===== config.mk =====
export PLATFORM = sky130hd
export DESIGN_NAME = crdh_alu
export DESIGN_NICKNAME = d
export VERILOG_FILES = /design/src/hdl/crdh_pkg.sv /design/src/hdl/crdh_alu.sv
export SDC_FILE = /design/constraint.sdc
export NUM_CORES = 1
export LEC_CHECK = 0
export BUFFER_PORTS_ARGS = -buffer_cell sky130_fd_sc_hd__buf_2
export CAP_MARGIN = 25
export CORE_MARGIN = 2
export CORE_UTILIZATION = 30
export DETAILED_ROUTE_END_ITERATION = 8
export PLACE_DENSITY = 0.55
export SYNTH_ARGS = -nofsm -noshare
export SYNTH_HDL_FRONTEND = slang
export SYNTH_SLANG_ARGS = --single-unit

===== constraint.sdc =====
create_clock -name vclk -period 3.9
set_clock_uncertainty 0.15 [all_clocks]
set_input_delay 0.195 -clock vclk [all_inputs]
set_output_delay 0.195 -clock vclk [all_outputs]
set_load 0.05 [all_outputs]

===== src/hdl/crdh_pkg.sv =====
// Shared types and constants for the count-rate delta history ring.
// Used by every module of the block; depends on nothing.
package crdh_pkg;

  localparam int unsigned RING_DEPTH_DEF = 16384;
  localparam int unsigned MAX_RETURN_DEF = 64;
  localparam int unsigned MAXI_W         = 7;
  localparam int unsigned DUR_W          = 16;
  localparam int unsigned EPOCH_W        = 30;
  localparam int unsigned STAT_W         = 3;
  localparam int unsigned ALU_W          = 33;

  typedef enum logic [STAT_W-1:0] {
    ST_BASELINE = 3'd0,
    ST_STORED   = 3'd1,
    ST_ROLLBACK = 3'd2,
    ST_NO_STEP  = 3'd3,
    ST_RESYNC   = 3'd4,
    ST_QUERY    = 3'd5
  } status_e;

  typedef enum logic {
    ALU_ADD = 1'b0,
    ALU_SUB = 1'b1
  } alu_op_e;

  typedef struct packed {
    alu_op_e          op;
    logic [ALU_W-1:0] a;
    logic [ALU_W-1:0] b;
  } alu_req_t;

  typedef struct packed {
    logic [31:0]      end_time;
    logic [31:0]      delta_counts;
    logic [DUR_W-1:0] duration;
  } ring_entry_t;

  typedef enum logic [4:0] {
    S_IDLE,
    S_CNT,
    S_SEC,
    S_RB,
    S_SEQ,
    S_NEXT,
    S_EPOCH,
    Q_FROM,
    Q_OLD1,
    Q_OLD2,
    Q_CLAMP,
    Q_RANGE,
    Q_AVAIL,
    Q_LIMIT,
    Q_IDX,
    Q_WRAP,
    S_READ,
    S_LOAD,
    S_OUT
  } state_e;

endpackage


===== src/hdl/crdh_alu.sv =====
// Shared 33-bit add/subtract unit with carry or borrow flag.
// Depends on crdh_pkg for the request type.
module crdh_alu (
  input  crdh_pkg::alu_req_t               req_i,
  output logic [crdh_pkg::ALU_W-1:0]       res_o,
  output logic                             flag_o
);
  import crdh_pkg::*;

  // On a subtract the flag is the borrow, so it reads as a < b.
  always_comb begin
    if (req_i.op == ALU_SUB) begin
      {flag_o, res_o} = {1'b0, req_i.a} - {1'b0, req_i.b};
    end else begin
      {flag_o, res_o} = {1'b0, req_i.a} + {1'b0, req_i.b};
    end
  end

endmodule


==> impl_metrics.xml <==
<?xml version="1.0" encoding="UTF-8"?>
<metrics>
  <group name="timing">
    <metric name="timing.final.crit_share" unit="%">95.0</metric>
    <metric name="fin_ws" unit="ns">0.194</metric>
    <metric name="slew_headroom" unit="%">56.6</metric>
    <metric name="achievable-frequency" unit="GHz">0.270</metric>
    <metric name="rsz0062_at_grt" unit="">false</metric>
    <metric name="final_max_slew_viol_count" unit="">0</metric>
    <metric name="finalSetupViolations" unit="">0</metric>
    <metric name="period_minus_slack" unit="ns">3.71</metric>
    <metric name="tightest_slew" unit="ns">0.645</metric>
    <metric name="finalHoldViolCount" unit="">0</metric>
    <metric name="finalSetupTns" unit="ns">0</metric>
  </group>
  <group name="worst_setup_path">
    <metric name="timing.critical_path.mode_cell" unit="">sky130_fd_sc_hd__a2111o_1</metric>
    <metric name="crit_path_top_delay_cell" unit="">sky130_fd_sc_hd__a2111o_1</metric>
    <metric name="cp_data_arrival_time" unit="ns">3.36</metric>
    <metric name="worst_setup_path_start_kind" unit="">input port</metric>
    <metric name="worstPathBufferInverterCount" unit="">2</metric>
    <metric name="path_max_fanout" unit="">5</metric>
    <metric name="cell_chain_of_the_critical_path" unit="">buf_2 -&gt; ha_1 -&gt; fa_1 -&gt; nand2b_1 -&gt; a221oi_1 -&gt; o311a_1 -&gt; a2111o_1 -&gt; a2111o_1 -&gt; a21boi_0 -&gt; nor4b_1 -&gt; a311oi_2 -&gt; buf_4</metric>
    <metric name="critPathTopFamily" unit="">compound AO/OA/AOI/OAI gates</metric>
    <metric name="critical_path.endpoint_type" unit="">output pin</metric>
    <metric name="critPathMaxStageDelay" unit="ns">0.46</metric>
    <metric name="critical_path_class" unit="">in2out</metric>
    <metric name="timing.critical_path.required" unit="ns">3.56</metric>
  </group>
  <group name="yosys">
    <metric name="yosysTopAreaCellShare" unit="%">20.2</metric>
    <metric name="yosys_warnings" unit="">0</metric>
    <metric name="synth_area_per_cell" unit="um2">6.51</metric>
    <metric name="syn-cell-area" unit="um2">4090</metric>
    <metric name="synth_seq_area_share" unit="%">0</metric>
    <metric name="synthTopCellsByArea" unit="">sky130_fd_sc_hd__ha_1 20%, sky130_fd_sc_hd__a21oi_1 9.0%, sky130_fd_sc_hd__inv_1 6.3%</metric>
    <metric name="syn_nets" unit="">764</metric>
    <metric name="synthesis.instances" unit="">629</metric>
    <metric name="yosysUniqueCellTypes" unit="">70</metric>
    <metric name="synth_largest_area_cell" unit="">sky130_fd_sc_hd__ha_1</metric>
  </group>
  <group name="pwr">
    <metric name="power.ir.vdd_worst" unit="mV">0.132</metric>
    <metric name="ratio_of_total_power_to_cell_area" unit="nW/um2">229</metric>
    <metric name="power_leakage" unit="nW">2.33</metric>
  </group>
  <group name="clock_network">
    <metric name="ctsHoldBuffers" unit="">0</metric>
  </group>
  <group name="layout">
    <metric name="number_of_nets_in_the_final_layout" unit="">846</metric>
    <metric name="syn_to_final_growth" unit="%">16.5</metric>
    <metric name="layout.cells.most_common" unit="">sky130_fd_sc_hd__buf_2</metric>
    <metric name="clockBufferCount" unit="">0</metric>
    <metric name="layout-drive-gt1-share" unit="%">17.9</metric>
    <metric name="n_sequential_cell" unit="">0</metric>
    <metric name="highest_count_cells_in_the_layout_ignoring_fill_and_taps" unit="">100 x sky130_fd_sc_hd__buf_2, 74 x sky130_fd_sc_hd__a21oi_1, 69 x sky130_fd_sc_hd__inv_1, 66 x sky130_fd_sc_hd__ha_1, 56 x sky130_fd_sc_hd__nor2_1</metric>
    <metric name="ff_latch_area" unit="um2">0</metric>
    <metric name="n_antenna_cell" unit="">0</metric>
  </group>
  <group name="place">
    <metric name="io_buffer_count" unit="">101</metric>
    <metric name="dp_worst_setup_slack" unit="ns">0.200</metric>
    <metric name="routability_driven_placement_congestion_ratio" unit="">0.922</metric>
    <metric name="place_hpwl" unit="mm">11.7</metric>
  </group>
  <group name="drt">
    <metric name="drt_first_pass_iters" unit="">4</metric>
    <metric name="detailroute.via_count" unit="">4885</metric>
    <metric name="route.met2.wl" unit="mm">6.34</metric>
    <metric name="wl" unit="mm">13.9</metric>
    <metric name="wire_length_on_met3" unit="um">748</metric>
    <metric name="dr.max_layer_used" unit="">met4</metric>
    <metric name="drt-met1-wl" unit="mm">6.60</metric>
    <metric name="antenna_left" unit="">0</metric>
    <metric name="via_to_cell_ratio" unit="">5.52</metric>
    <metric name="post-route-drc-count" unit="">0</metric>
    <metric name="drt_first_iter_violations" unit="">369</metric>
    <metric name="post_drt_wl_per_cell" unit="um">15.8</metric>
  </group>
  <group name="floorplan">
    <metric name="placementRows" unit="">42</metric>
    <metric name="fp.dieH" unit="um">121</metric>
    <metric name="die_w" unit="um">121</metric>
    <metric name="fp.dieArea" unit="um2">14600</metric>
    <metric name="fp.coreArea" unit="um2">13300</metric>
    <metric name="floorplan.initialDensity" unit="%">30.8</metric>
    <metric name="io_pins" unit="">101</metric>
  </group>
  <group name="global_routing">
    <metric name="grt_pass1_vias" unit="">4545</metric>
    <metric name="number_of_antenna_violations_at_the_first_check_in_global_routing" unit="">0</metric>
    <metric name="grt_pass1_wl" unit="mm">21.9</metric>
    <metric name="global_route.overflow_total" unit="">0</metric>
    <metric name="grt_start_max_net_pins" unit="">51</metric>
    <metric name="grt_usage" unit="%">17.9</metric>
  </group>
  <group name="run">
    <metric name="drv_cap" unit="">0</metric>
  </group>
  <group name="hold_path">
    <metric name="hp-class" unit="">in2out</metric>
  </group>
  <group name="run_status">
    <metric name="status" unit="">finished, final reports clean</metric>
  </group>
</metrics>
what timing repair did:
action                     CTS  global route
setup buffers                0             0
setup endpoints to repair    0             1
resized for setup            0             2
cell type report:
type / instances / area (um2)
Fill cell: 1496 / 8530
Multi-Input combinational cell: 525 / 3680
Timing Repair Buffer: 113 / 598
Inverter: 71 / 267
Tap cell: 176 / 220
cell usage after synthesis, drive strengths merged (5+ instances only):
library cell	instances
nor3	20
nand3	16
xnor2	24
nand2	36
nor2b	13
nor2	56
a21o	16
clkbuf	26
ha	66
a21oi	74
o211a	5
o21a	8
inv	69
a211oi	10
o21ai	37
buf	7
o211ai	5
nor4	6
and3	5
or2	5
o31ai	15
o21bai	14
nand4	12
nand2b	6
final timing paths:
path / to / cells after the start / from
setup / recovery: res_o[28] / 12 / req_i[0]
hold / removal: res_o[0] / 4 / req_i[0]
logic make-up after synthesis:
logic type               Yosys count  share of synthesized area (%)
AO/OA/AOI/OAI                    231                           38.0
AND/OR/NAND/NOR                  194                           23.8
multiplexers                       4                          0.978
adder cells (fa/ha/maj)           68                           21.2
XOR/XNOR                          28                           5.99
buffers and inverters            104                           10.0
metal layers:
| layer | GRT usage [%] | up-vias |
|---|---|---|
| met3 | 0.566 | 18 |
| met5 | 0 | - |
| met2 | 30.2 | 161 |
| li1 | - | 2445 |
| met1 | 25.4 | 2261 |
| met4 | 3.56 | 0 |
where the power goes:
group | switching (W) | total (W) | internal, W
Combinational | 0.000755 | 0.00109 | 0.000337
Clock | 0 | 0 | 0
Sequential | 0 | 0 | 0
through the flow:
stage | hold slack, ns | utilization (%) | total power (W) | cells | cell area (um2)
finish | 0.679 | 35.9 | 0.00109 | 885 | 4770
global route | 0.697 | 35.9 | 0.00117 | 885 | 4770
CTS | 0.686 | 35.8 | 0.00108 | 885 | 4770
detailed placement | 0.689 | 35.8 | 0.00108 | 885 | 4770
global placement | 0.685 | 35.8 | 0.00108 | 885 | 4770
floorplan | 0.531 | - | 0.000806 | 629 | 4090
(Power assumes the default switching activity.)
